`src/hdl/bts_pkg.sv`:
```
`default_nettype none

package bts_pkg;

  localparam int unsigned STORE_TEXELS_DEF    = 65536;
  localparam int unsigned COORD_FRAC_BITS_DEF = 16;

  localparam int unsigned SIZE_W      = 9;
  localparam int unsigned MAX_SIZE    = 256;
  localparam int unsigned CH_W        = 8;
  localparam int unsigned RGB_W       = 3 * CH_W;
  localparam int unsigned IDX_W       = 16;
  localparam int unsigned COORD_W     = 16;
  localparam int unsigned OUT_W       = 16;
  localparam int unsigned CFG_IDX_W   = 8;
  localparam int unsigned QUEUE_DEPTH = 4;
  localparam int unsigned NEIGHBOURS  = 4;

  localparam logic [CFG_IDX_W-1:0] REG_TEX_WIDTH  = CFG_IDX_W'(0);
  localparam logic [CFG_IDX_W-1:0] REG_TEX_HEIGHT = CFG_IDX_W'(1);

  localparam logic MODE_LOAD   = 1'b0;
  localparam logic MODE_SAMPLE = 1'b1;

  typedef struct packed {
    logic full;
    logic empty;
  } q_status_t;

  function automatic logic [SIZE_W-1:0] clamp_size(input logic [SIZE_W-1:0] s);
    logic [SIZE_W-1:0] r;
    r = s;
    if (s == '0) begin
      r = SIZE_W'(1);
    end else if (s > SIZE_W'(MAX_SIZE)) begin
      r = SIZE_W'(MAX_SIZE);
    end
    return r;
  endfunction

endpackage

`default_nettype wire

```
`src/hdl/bts_queue.sv`:
```
`default_nettype none

module bts_queue #(
  parameter int unsigned DATA_W = 32,
  parameter int unsigned DEPTH  = bts_pkg::QUEUE_DEPTH
) (
  input  wire logic               clk_i,
  input  wire logic               rst_ni,
  input  wire logic               push_i,
  input  wire logic [DATA_W-1:0]  data_i,
  input  wire logic               pop_i,
  output logic      [DATA_W-1:0]  data_o,
  output bts_pkg::q_status_t      stat_o
);

  localparam int unsigned PW = (DEPTH > 1) ? $clog2(DEPTH) : 1;

  logic [DATA_W-1:0] mem_q [DEPTH];
  logic [PW-1:0]     wr_ptr_q, rd_ptr_q;
  logic [PW:0]       count_q;

  function automatic logic [PW-1:0] next_ptr(input logic [PW-1:0] p);
    logic [PW-1:0] r;
    r = (p == PW'(DEPTH - 1)) ? '0 : p + PW'(1);
    return r;
  endfunction

  assign stat_o.full  = (count_q == (PW + 1)'(DEPTH));
  assign stat_o.empty = (count_q == '0);
  assign data_o       = mem_q[rd_ptr_q];

  always_ff @(posedge clk_i or negedge rst_ni) begin
    if (!rst_ni) begin
      wr_ptr_q <= '0;
      rd_ptr_q <= '0;
      count_q  <= '0;
    end else begin
      if (push_i) begin
        wr_ptr_q <= next_ptr(wr_ptr_q);
      end
      if (pop_i) begin
        rd_ptr_q <= next_ptr(rd_ptr_q);
      end
      if (push_i && !pop_i) begin
        count_q <= count_q + (PW + 1)'(1);
      end else if (pop_i && !push_i) begin
        count_q <= count_q - (PW + 1)'(1);
      end
    end
  end

  always_ff @(posedge clk_i) begin
    if (push_i) begin
      mem_q[wr_ptr_q] <= data_i;
    end
  end

endmodule

`default_nettype wire

```
`config.mk`:
```
export PLATFORM = sky130hd
export DESIGN_NAME = bts_queue
export DESIGN_NICKNAME = d
export VERILOG_FILES = /design/src/hdl/bts_pkg.sv /design/src/hdl/bts_queue.sv
export SDC_FILE = /design/constraint.sdc
export NUM_CORES = 1
export LEC_CHECK = 0
export BUFFER_PORTS_ARGS = -buffer_cell sky130_fd_sc_hd__buf_4
export CAP_MARGIN = 20
export CORE_UTILIZATION = 59
export CTS_BUF_LIST = sky130_fd_sc_hd__clkbuf_2 sky130_fd_sc_hd__clkbuf_4 sky130_fd_sc_hd__clkbuf_8
export CTS_CLUSTER_SIZE = 28
export DETAILED_ROUTE_END_ITERATION = 16
export PLACE_DENSITY = 0.91
export SYNTH_ARGS = -nofsm -noshare
export SYNTH_HDL_FRONTEND = slang
export SYNTH_SLANG_ARGS = --single-unit
```
`constraint.sdc`:
```
create_clock -name clk_i -period 2.2 [get_ports clk_i]
set_input_delay 0.11 -clock clk_i [delete_from_list [all_inputs] [get_ports clk_i]]
set_output_delay 0.11 -clock clk_i [all_outputs]
set_load 0.005 [all_outputs]
```
# After elaboration in Yosys (flattened, before gate mapping)
# Memories as Yosys holds them, arrays and structs flattened.
# Cells that the tools add are included.
# W data, S select, Z words.
# op_classes
add_sub_neg	4
n_eq_ne	3
mux	6
reduce_logical	6
# op_table
operator	count
$mux W3	2
$add A2 B1 Y2 const B	2
$eq A2 B2 Y1 const B	2
$mux W2	2
$add A3 B1 Y3 const B	1
$eq A3 B3 Y1 const B	1
$logic_not A3 Y1	1
$sub A3 B1 Y3 const B	1
$logic_and A1 B1 Y1	2
$logic_not A1 Y1	2
$mux W1	2
$reduce_bool A2 Y1	1
# word_totals
regBits	7
mem_bits_rw	128
input_bits	36
out_inout_bits	34
elab_cells	23
mem_count	1
# memory_table
name	words	width	read_ports	rd_ports_with_merged_regs	wr	line	rtl
mem_q	4	32	1	0	1	bts_queue.sv:18	logic [DATA_W-1:0] mem_q [DEPTH];

# Logic depth before layout (Yosys ltp)
# logic_depth
depth_word	4
depth_mapped	7
depth_no_buf	7

# Worst setup path after synthesis
# Ideal clock, no wire load.
# synth_path
kind	reg-to-reg
startpoint	register wr_ptr_q[0]
endpoint	memory mem_q[2][0], enable pin
setup_ps	392
arrival_ps	1413
t_required_ps	1808
setup_slack_ps	395
stages_incl_launch_ff	4
n_path_buf	0
synth_period_minus_slack_ps	1805
cell_sequence	dfrtp_1 -> inv_1 -> ha_1 -> and2_1
# synth_rtl
item	line	rtl
from (decl)	bts_queue.sv:19	logic [PW-1:0] wr_ptr_q, rd_ptr_q;
from (signal assigned)	bts_queue.sv:39	wr_ptr_q <= next_ptr(wr_ptr_q);
to (decl)	bts_queue.sv:18	
# Straight into the memory's write port.

# Worst setup path in the final report
# layout_path
startpoint	register rd_ptr_q[0]
endpoint	output port data_o[3]
# layout_between
elab_chain_len	1
# layout_lines
item	line	rtl
from (decl)	bts_queue.sv:19	
from (signal assigned)	bts_queue.sv:42	rd_ptr_q <= next_ptr(rd_ptr_q);
$mem_v2 Z4 W32	n/a	
to (decl)	bts_queue.sv:12	output logic [DATA_W-1:0] data_o,
# Every way passes these cells.

==> flow_summary.ini <==
[final_layout]
final_core_util = 0.793
layout.nets = 372
fin_cells = 448
drive_gt1_frac = 0.427
area_delta_synth_final_pct = 28.9

[critical_path]
endpoint_kind = output port
cp.required_ns = 2.09
crit_path_max_fanout = 16
cp-start-kind = flop
startpoint = rd_ptr_q[0]$_DFFE_PN0P_
critPathArrivalTime_ns = 1.94
path_class = flop to output port
r2r-start = wr_ptr_q[0]$_DFFE_PN0P_

[clocking]
post_cts_resize_count = 0
clockRootBuffer = clkbuf_8
cts.sinks = 135
clk_latency_ns = 0.42
clk_pin_slew_ns = 0.07
cts_buffers = 17
cts_tree = yes
htreeDepth = 4
clk_path_buf_depth = 2

[grt]
grt_pass1_wl_um = 13800
antenna_found_initial = 0
grt_max_degree = 33
grt.total_usage = 0.225
grt_pass1_vias = 2635
overflow = 0

[pwr]
clkPwrFrac = 0.270
p_leak_uw = 0.00235
ir_drop_uv = 788
power.internal_uw = 5890
power.density_nw_per_um2 = 1220
comb_power_share = 0.291
p_sw_frac = 0.264
p_seq_frac = 0.438
power.switching_uw = 2110

[timing]
skew_ns = 0.00993
setup_viol = 0
fin_setup_tns_ns = 0
worst_pin_slew_ns = 0.434
rsz0062_at_grt = false
finalHoldViolations = 0
relSlewSlack = 0.711
max_clock_freq_ghz = 0.488
maxSlewViolCount = 0
timing.final.crit_share = 0.931
period_minus_slack_ns = 2.05

[status]
status = finished, final reports clean

[die]
dieHeight_um = 94.8
die_w_um = 94.8
core_area_um2 = 8260
io_pins = 70
die_area_um2 = 8990
start_util = 0.615
num_rows = 33

[placement]
port_buffers = 69
dp_cells = 380
dpl.hpwl_um = 5270
place.gp.congestion = 0.687

[synth]
syn_nets = 248
yosysUniqueCellTypes = 20
netlist_instances = 205
synth_area_um2 = 5080
synth-seq-cells = 135
synth-seq-area-share = 0.791
yosysWarnings = 0
synth_area_per_cell_um2 = 24.8

[detailed_routing]
wire_per_inst_um = 20.5
drc = 0
route.antenna.remaining_nets = 0
num_vias = 2526
drt_wl_total_um = 9160
drt_iter0_markers = 167
drt-pass1-iter-count = 4
via_per_inst = 5.64

[flow_run]
max_cap_violations = 0

[hold_path]
hold_class = input port to asynchronous set/reset pin
## layout make-up
cell class / instances / area [um2]
Clock buffer: 19 / 249
Timing Repair Buffer: 113 / 986
Antenna cell: 1 / 2.50
Multi-Input combinational cell: 58 / 962
Tap cell: 105 / 131
Fill cell: 435 / 1710
Clock inverter: 13 / 180
Sequential cell: 135 / 4020
Inverter: 4 / 15.0
## power by group through the flow
stage	sequential [uW]	clock (uW)	combinational, uW
after floorplan	3460	0	1410
after global routing	3540	2290	2510
final	3510	2160	2330
after detailed placement	3560	0	2280
after global placement	3520	0	2220
after CTS	3510	2190	2340
## metal layers
layer,vias up,wire (um),track usage
li1,1108,-,-
met1,1303,3820,0.282
met2,102,4680,0.360
met3,13,524,0.0765
met4,0,142,0.0960
met5,-,0,0
## final timing paths
check                                     endpoint  slack (ns)  cells past startpoint
hold reg to reg             count_q[2]$_DFFE_PN0P_        0.50                      1
hold / removal             wr_ptr_q[0]$_DFFE_PN0P_        0.04                      2
max in group asynchronous  rd_ptr_q[1]$_DFFE_PN0P_        2.01                      2
setup reg to reg             mem_q[3][3]$_DFFE_PP_        0.65                      3
setup / recovery                         data_o[3]        0.15                      3
min in group clk_i           mem_q[2][8]$_DFFE_PP_        0.43                      2
## worst max-delay path, cell delays in order, from the launching register on
cell and delay, ns:
dfrtp_2 0.44, buf_4 0.35, mux4_2 0.57, buf_4 0.15
## flip-flops by register name, indices dropped and copies added, names as in the netlist
name / count
mem_q: 128
rd_ptr_q: 2
count_q: 3
wr_ptr_q: 2
## timing repair
| item | in CTS | in global routing |
|---|---|---|
| hold endpoints to repair | 139 | 0 |
| hold buffers | 35 | 0 |
| endpoints found under the setup margin | 0 | 0 |
| setup buffers | 0 | 0 |
## cells by family after synthesis
| group | count (synthesis) | synth area share |
|---|---|---|
| AO/OA/AOI/OAI | 2 | 0.00197 |
| AND/OR/NAND/NOR | 11 | 0.0111 |
| multiplexers | 35 | 0.151 |
| flip-flops | 135 | 0.791 |
| adder cells (fa/ha/maj) | 7 | 0.0187 |
| buffers and inverters | 12 | 0.0207 |
| XOR/XNOR | 3 | 0.00517 |
## cell usage after synthesis
| master | n | area [um2] |
|---|---|---|
| inv_1 | 4 | 15.0 |
| dfrtp_1 | 7 | 175 |
| clkbuf_1 | 1 | 3.75 |
| nor2_1 | 3 | 11.3 |
| ha_1 | 6 | 75.1 |
| xor2_1 | 2 | 17.5 |
| nor3b_1 | 1 | 7.51 |
| edfxtp_1 | 128 | 3840 |
| xnor2_1 | 1 | 8.76 |
| nand2_1 | 2 | 7.51 |
| buf_6 | 1 | 11.3 |
| fa_1 | 1 | 20.0 |
| mux4_2 | 28 | 631 |
| buf_2 | 3 | 15.0 |
| mux2_2 | 3 | 33.8 |
| buf_12 | 3 | 60.1 |
| mux4_1 | 4 | 105 |
| and2_1 | 4 | 25.0 |
| o21ai_0 | 2 | 10.0 |
| nor3_1 | 1 | 5.00 |
## placed cells by master (no fill, tap or decap), drive strengths merged, types with 2 or more instances in the layout
cell type,instances
and2,4
buf,78
bufinv,4
clkbuf,19
clkinv,7
clkinvlp,2
dfrtp,7
dlygate4sd3,35
edfxtp,128
ha,6
inv,4
mux2,3
mux4,32
nand2,2
nor2,3
o21ai,2
xor2,2
## metrics by stage
step / area [um2] / setup WS (ns) / total power, uW / hold WS, ns
6_report: 6550 / 0.152 / 8000 / 0.0388
5_1_grt: 6550 / 0.0589 / 8340 / 0.0210
4_1_cts: 6550 / 0.0988 / 8040 / 0.0148
3_5_place_dp: 5770 / 0.571 / 5840 / -0.0643
3_3_place_gp: 5770 / 0.588 / 5740 / -0.0687
2_1_floorplan: 5080 / 0.395 / 4870 / -0.186
No activity file was read; power rests on OpenSTA's default activity.
